==> config.mk <==
export PLATFORM = sky130hd
export DESIGN_NAME = dep_cell
export DESIGN_NICKNAME = d
export VERILOG_FILES = /design/src/design/dep_pkg.sv /design/src/design/dep_cell.sv
export SDC_FILE = /design/constraint.sdc
export NUM_CORES = 1
export LEC_CHECK = 0
export BUFFER_PORTS_ARGS = -buffer_cell sky130_fd_sc_hd__clkbuf_2
export CORE_ASPECT_RATIO = 1.75
export CORE_MARGIN = 2
export CORE_UTILIZATION = 45
export DETAILED_ROUTE_END_ITERATION = 7
export GPL_TIMING_DRIVEN = 0
export PLACE_DENSITY = 0.86
export SYNTH_ARGS = -nofsm -noshare
export SYNTH_HDL_FRONTEND = slang
export SYNTH_SLANG_ARGS = --single-unit
==> constraint.sdc <==
create_clock -name i_clk -period 3.8 [get_ports i_clk]
set_clock_uncertainty 0.2 [all_clocks]
set_input_delay 0.19 -clock i_clk [delete_from_list [all_inputs] [get_ports i_clk]]
set_output_delay 0.19 -clock i_clk [all_outputs]
set_load 0.02 [all_outputs]
==> src/design/dep_pkg.sv <==
// Shared types and constants for the double-ended priority queue.
// No dependencies; every other design file imports this package.
package dep_pkg;

    localparam int CAPACITY = 1024;
    localparam int CNT_W    = $clog2(CAPACITY + 1);

    typedef logic [CNT_W-1:0] t_count;

    typedef enum logic [1:0] {
        OP_INSERT  = 2'd0,
        OP_EXT_MIN = 2'd1,
        OP_EXT_MAX = 2'd2,
        OP_CLEAR   = 2'd3
    } t_op;

    typedef enum logic [1:0] {
        ST_OK    = 2'd0,
        ST_EMPTY = 2'd1,
        ST_FULL  = 2'd2,
        ST_RSVD  = 2'd3
    } t_status;

    // Command broadcast to every cell of the sorted chain
    typedef enum logic [2:0] {
        CMD_HOLD = 3'd0,
        CMD_INS  = 3'd1,
        CMD_SHL  = 3'd2,
        CMD_DROP = 3'd3,
        CMD_CLR  = 3'd4
    } t_cmd;

    typedef struct packed {
        logic               vld;
        logic signed [31:0] val;
    } t_entry;

endpackage

==> src/design/dep_cell.sv <==
// One cell of the sorted chain: holds one entry, ascending from cell 0.
// Depends on dep_pkg.
module dep_cell (
    input  logic               i_clk,
    input  logic               i_rst_n,
    input  dep_pkg::t_cmd      i_cmd,
    input  logic signed [31:0] i_value,
    input  dep_pkg::t_entry    i_left,
    input  dep_pkg::t_entry    i_right,
    output dep_pkg::t_entry    o_entry
);
    import dep_pkg::*;

    t_entry r_entry;
    t_entry n_entry;
    logic   w_left_gt;
    logic   w_own_gt;

    // Pick the next entry from the neighbors and the new value
    always_comb begin
        w_left_gt = i_left.vld && (i_left.val > i_value);
        w_own_gt  = !r_entry.vld || (r_entry.val > i_value);
        n_entry   = r_entry;
        unique case (i_cmd)
            CMD_INS: begin
                if (w_left_gt) begin
                    n_entry = i_left;
                end else if (w_own_gt && i_left.vld) begin
                    n_entry.vld = 1'b1;
                    n_entry.val = i_value;
                end
            end
            CMD_SHL:  n_entry = i_right;
            CMD_DROP: n_entry.vld = r_entry.vld && i_right.vld;
            CMD_CLR:  n_entry.vld = 1'b0;
            default:  n_entry = r_entry;
        endcase
    end

    always_ff @(posedge i_clk) begin
        if (!i_rst_n) begin
            r_entry.vld <= 1'b0;
        end else begin
            r_entry.vld <= n_entry.vld;
        end
        r_entry.val <= n_entry.val;
    end

    assign o_entry = r_entry;

endmodule

After elaboration in Yosys (flattened, before gate mapping)
Cells that the tools add are included.
Operators by class
  magnitude comparators: 2
  eq/ne operators: 5
  muxes and demuxes: 4
  reduce and logical (&&, ||, !) cells: 9
Operators by type and width (number)
  33-bit 2-to-1 mux: 2
  32-bit > comparator: 2
  32-bit one-hot mux with 2 select lines: 1
  3-bit by 2-bit equality test with 1-bit output, second input constant: 2
  1-bit one-hot mux with 4 select lines: 1
  2-bit AND reduction: 2
  4-bit nonzero test: 1
  3-bit by 1-bit equality test with 1-bit output, second input constant: 1
  3-bit equality test, second input constant: 1
  1-bit logical AND: 3
  3-bit inequality test, second input constant: 1
  2-bit nonzero test: 1
  1-bit zero test: 1
  1-bit logical OR: 1
Word-level totals
  register bits after elaboration: 33
  input port bits: 103
  output and inout bits: 33
  logic and storage cells: 22

Longest topological paths before layout
  depth in word-level cells: 6
  gate-level depth with buffers: 10
  mapped depth without buffers: 9

Worst setup path before layout
OpenSTA, ideal clock, no wires.
  kind: input-to-reg
  from: input port i_value[31]
  to: register r_entry, in the netlist o_entry[0] (enable)
  library setup time: 0.392 ns
  data arrival time: 2.572 ns
  required time: 3.208 ns
  path slack: 0.636 ns
  stages on the path: 10
  buffers on the path: 1
  cells stage by stage: inv_1 -> ha_1 -> nand4_2 -> nor4_4 -> nand2_1 -> a32oi_2 -> o211ai_2 -> buf_6 -> nand3_1 -> a22o_1
On the way
  word-level cells in the longest chain between the ends: 5
  elaborated cells on any way between the ends: 7
  classes of those cells: order compare: 2; eq/ne: 1; reduce/logical: 4
Ends and longest elaborated chain
  start, declared: RTL line dep_cell.sv:7  | input logic signed [31:0] i_value,
  32-bit > comparator: RTL line dep_cell.sv:22  | w_own_gt = !r_entry.vld || (r_entry.val > i_value);
  1-bit logical OR: RTL line dep_cell.sv:22
  1-bit logical AND: RTL line dep_cell.sv:28  | end else if (w_own_gt && i_left.vld) begin
  3-bit inequality test (no line) *
  2-bit AND reduction (no line) *
  end, declared: RTL line dep_cell.sv:14  | t_entry r_entry;
Every way passes the cells marked *; elsewhere a longest branch is shown, timed or not.
A chain may end at the register's enable or synchronous reset.

Worst setup path after layout
  from: register r_entry, in the netlist o_entry[11]
  to: register r_entry, in the netlist o_entry[8] (enable)
On the way
  word-level cells in the longest chain between the ends: 5
Ends and longest elaborated chain (RTL line)
  32-bit > comparator: dep_cell.sv:22
  1-bit logical OR: dep_cell.sv:22
  1-bit logical AND: dep_cell.sv:28
  3-bit inequality test (no line)
  2-bit AND reduction (no line)
No other way between the ends.

==> results.py <==
metrics = {
    "power_and_ir_drop": {
        "power_mw": 1.44,
        "p_sw_frac": 0.347,
        "pwr-share-comb": 0.394,
        "power.share.sequential": 0.331,
        "switching_power_uw": 500,
        "pwr-share-clk": 0.275,
        "cellLeakagePower_nw": 2.25,
        "cell_internal_pwr_uw": 943,
        "ir_drop_uv": 219,
        "p_per_area_mw_per_mm2": 314,
    },
    "logic_synthesis": {
        "syn_inst": 367,
        "synth_fa_ha_area_frac": 0.225,
        "synth_cell_types": 40,
        "synth_area_leaders": "edfxtp_1, ha_1, a211o_1",
        "synth_top_cells_by_count": "ha_1, inv_1, a211o_1",
        "synth_xor_area_frac": 0,
        "synthArstFlopShare": 0,
        "synth-seq-cells": 33,
        "synth.most_common_cell": "ha_1",
        "syn_area_sq_mm": 0.00356,
        "synth_ff_type": "edfxtp_1",
        "synth_compound_area_frac": 0.257,
        "ys_seq_area_frac": 0.276,
        "synth_edf_count": 32,
        "synth_mux_area_frac": 0,
        "synth_top_family_by_area": "compound AO/OA/AOI/OAI gates",
        "synth_warnings": 0,
        "synth_top_cell_by_area": "edfxtp_1",
        "synth_top_cell_area_share": 0.270,
        "synth-simple-area-share": 0.167,
        "avgSynthCellArea_sq_um": 9.69,
        "syn_nets": 534,
    },
    "run_status": {
        "outcome": "finished with violations",
        "violations": "hold timing",
    },
    "sta": {
        "min_period_over_period": 0.919,
        "worst_hold_slack_ns": -0.000145,
        "max_freq_ghz": 0.286,
        "maxSlewHeadroom": 0.423,
        "final_max_slew_viol_count": 0,
        "hold_viol_final": 1,
        "period_minus_slack_ns": 3.49,
        "setup_viol": 0,
        "tightest_slew_ns": 0.866,
        "rsz0062_at_grt": "false",
    },
    "finish": {
        "final_util": 0.603,
        "final_area_sq_mm": 0.00460,
        "largest_register_ffs": 33,
        "nNetsFinal": 687,
        "area_delta_synth_final_pct": 29.2,
        "drive_above_1_share": 0.292,
        "diodes": 0,
        "fillers": 677,
        "fin_cells": 609,
    },
    "die": {
        "start_util": 0.467,
        "core_sq_mm": 0.00762,
        "die_width_microns": 71.2,
        "fp.dieArea_sq_mm": 0.00866,
        "fp.dieH_microns": 122,
        "core.rowCount": 42,
        "io_pins": 136,
    },
    "place": {
        "detailed_place.area_sq_mm": 0.00434,
        "gp_congestion": 0.894,
        "dp_cells": 589,
        "dp_hpwl_microns": 9200,
        "portBuffers": 134,
    },
    "route": {
        "drc": 0,
        "dr_total_vias": 3733,
        "drtIter0Drc": 208,
        "vias_per_cell": 6.13,
        "final_antenna_net_count": 0,
        "avgRoutedWirePerCell_microns": 18.9,
        "firstDrtPassIters": 4,
        "drt-total-wl_microns": 11500,
    },
    "hold_path": {
        "hold_class": "in -> reg",
    },
    "global_routing": {
        "grt_max_degree": 33,
        "grt_pass1_vias": 3905,
        "overflow": 0,
        "grt_use_total": 0.268,
        "antenna_found_initial": 0,
        "grt_pass1_wl_microns": 18100,
    },
    "clock_tree": {
        "clk_pin_slew_ns": 0.05,
        "cts-root-buf": "clkbuf_16",
        "cts_setup_buffers": 0,
        "clkSinkCount": 33,
        "tritoncts": "done",
        "cts_buffers": 5,
        "h-tree-depth": 2,
        "clk_path_buf_depth": 2,
        "clkLatencyLatePin_ns": 0.28,
    },
    "setup_path": {
        "endpoint_kind": "flip-flop",
        "crit_fanout": 32,
        "critical_path_required_ns": 3.50,
        "startpoint_type": "flip-flop",
        "path_class": "reg -> reg",
        "worstPathArrival_ns": 3.20,
    },
    "flow_run": {
        "cap_viol_max_count": 0,
    },
}
==> per-stage QoR <==
step | setup TNS [ns] | worst slack, ns
after global routing | 0 | 0.235
after CTS | 0 | 0.375
after global placement | -3.65 | -0.116
after detailed placement | 0 | 0.364
after floorplan | 0 | 0.636
final | 0 | 0.307
==> metal layers <==
metal	track usage	vias to the layer above	wire [microns]
li1	-	1777	-
met1	0.271	1748	3930
met2	0.523	169	6460
met3	0.0289	39	589
met4	0.137	0	506
met5	0	-	0
==> placed cells by master, fill, tap and decap left out, types with 2 or more instances in the layout <==
master and instances:
o211ai_1 3, nor4_1 4, inv_1 36, clkbuf_1 19, a21oi_1 27, o21ai_0 10
a211oi_1 31, dlygate4sd3_1 12, clkbuf_2 134, nand3_1 6, a211o_1 33, nor2_1 5
nand2_1 13, buf_6 6, a221oi_1 2, edfxtp_1 32, ha_1 64, nand2b_1 5
a21o_1 5, clkbuf_16 5, nor2b_1 4, nand4_1 13, nor4b_1 32
==> what timing repair did <==
item / in CTS / in global routing
endpoints found under the hold margin: 12 / 0
resized for setup: 0 / 0
endpoints found under the setup margin: 0 / 0
hold buffers: 12 / 0
==> cell type report <==
type                            count  area (sq um)  area share
Multi-Input combinational cell    275          2310       0.503
Sequential cell                    33           981       0.213
Timing Repair Buffer              146           791       0.172
Clock buffer                        8           136      0.0297
Inverter                           36           135      0.0294
Buffer                             23           131      0.0286
Tap cell                           88           110      0.0240
==> power groups by stage <==
stage,Combinational [mW],Clock (mW),Sequential [mW]
global placement,0.535,0,0.483
CTS,0.567,0.400,0.478
global route,0.625,0.415,0.481
floorplan,0.320,0,0.524
finish,0.569,0.396,0.478
detailed placement,0.554,0,0.485
==> worst max-delay path, cell delays in order (launching register included) <==
cell and delay [ns]:
edfxtp_1 0.40, ha_1 0.33, nand4_1 0.21, a2111oi_0 0.77, o41ai_1 0.24, a21oi_1 0.20
a22o_2 0.75
==> logic make-up (layout without fill, tap and decap cells) <==
family / count (synthesis) / after routing
adders and majority gates: 64 / 64
AOI/OAI and AO/OA: 124 / 124
buffers and inverters: 59 / 213
DFF: 33 / 33
and+or+nand+nor: 87 / 87
==> path summary, 6_finish.rpt <==
kind | cells after the start | slack, ns | from | end
setup reg to reg | 6 | 0.31 | o_entry[11]$_DFFE_PP_ | o_entry[8]$_DFFE_PP_
hold reg to reg | 2 | 0.38 | o_entry[32]$_SDFFE_PN0P_ | o_entry[32]$_SDFFE_PN0P_
hold / removal | 3 | -0.0001 | i_cmd[0] | o_entry[32]$_SDFFE_PN0P_
setup / recovery | 6 | 0.31 | o_entry[11]$_DFFE_PP_ | o_entry[8]$_DFFE_PP_
Note: power is estimated with default switching activity, not from simulation.
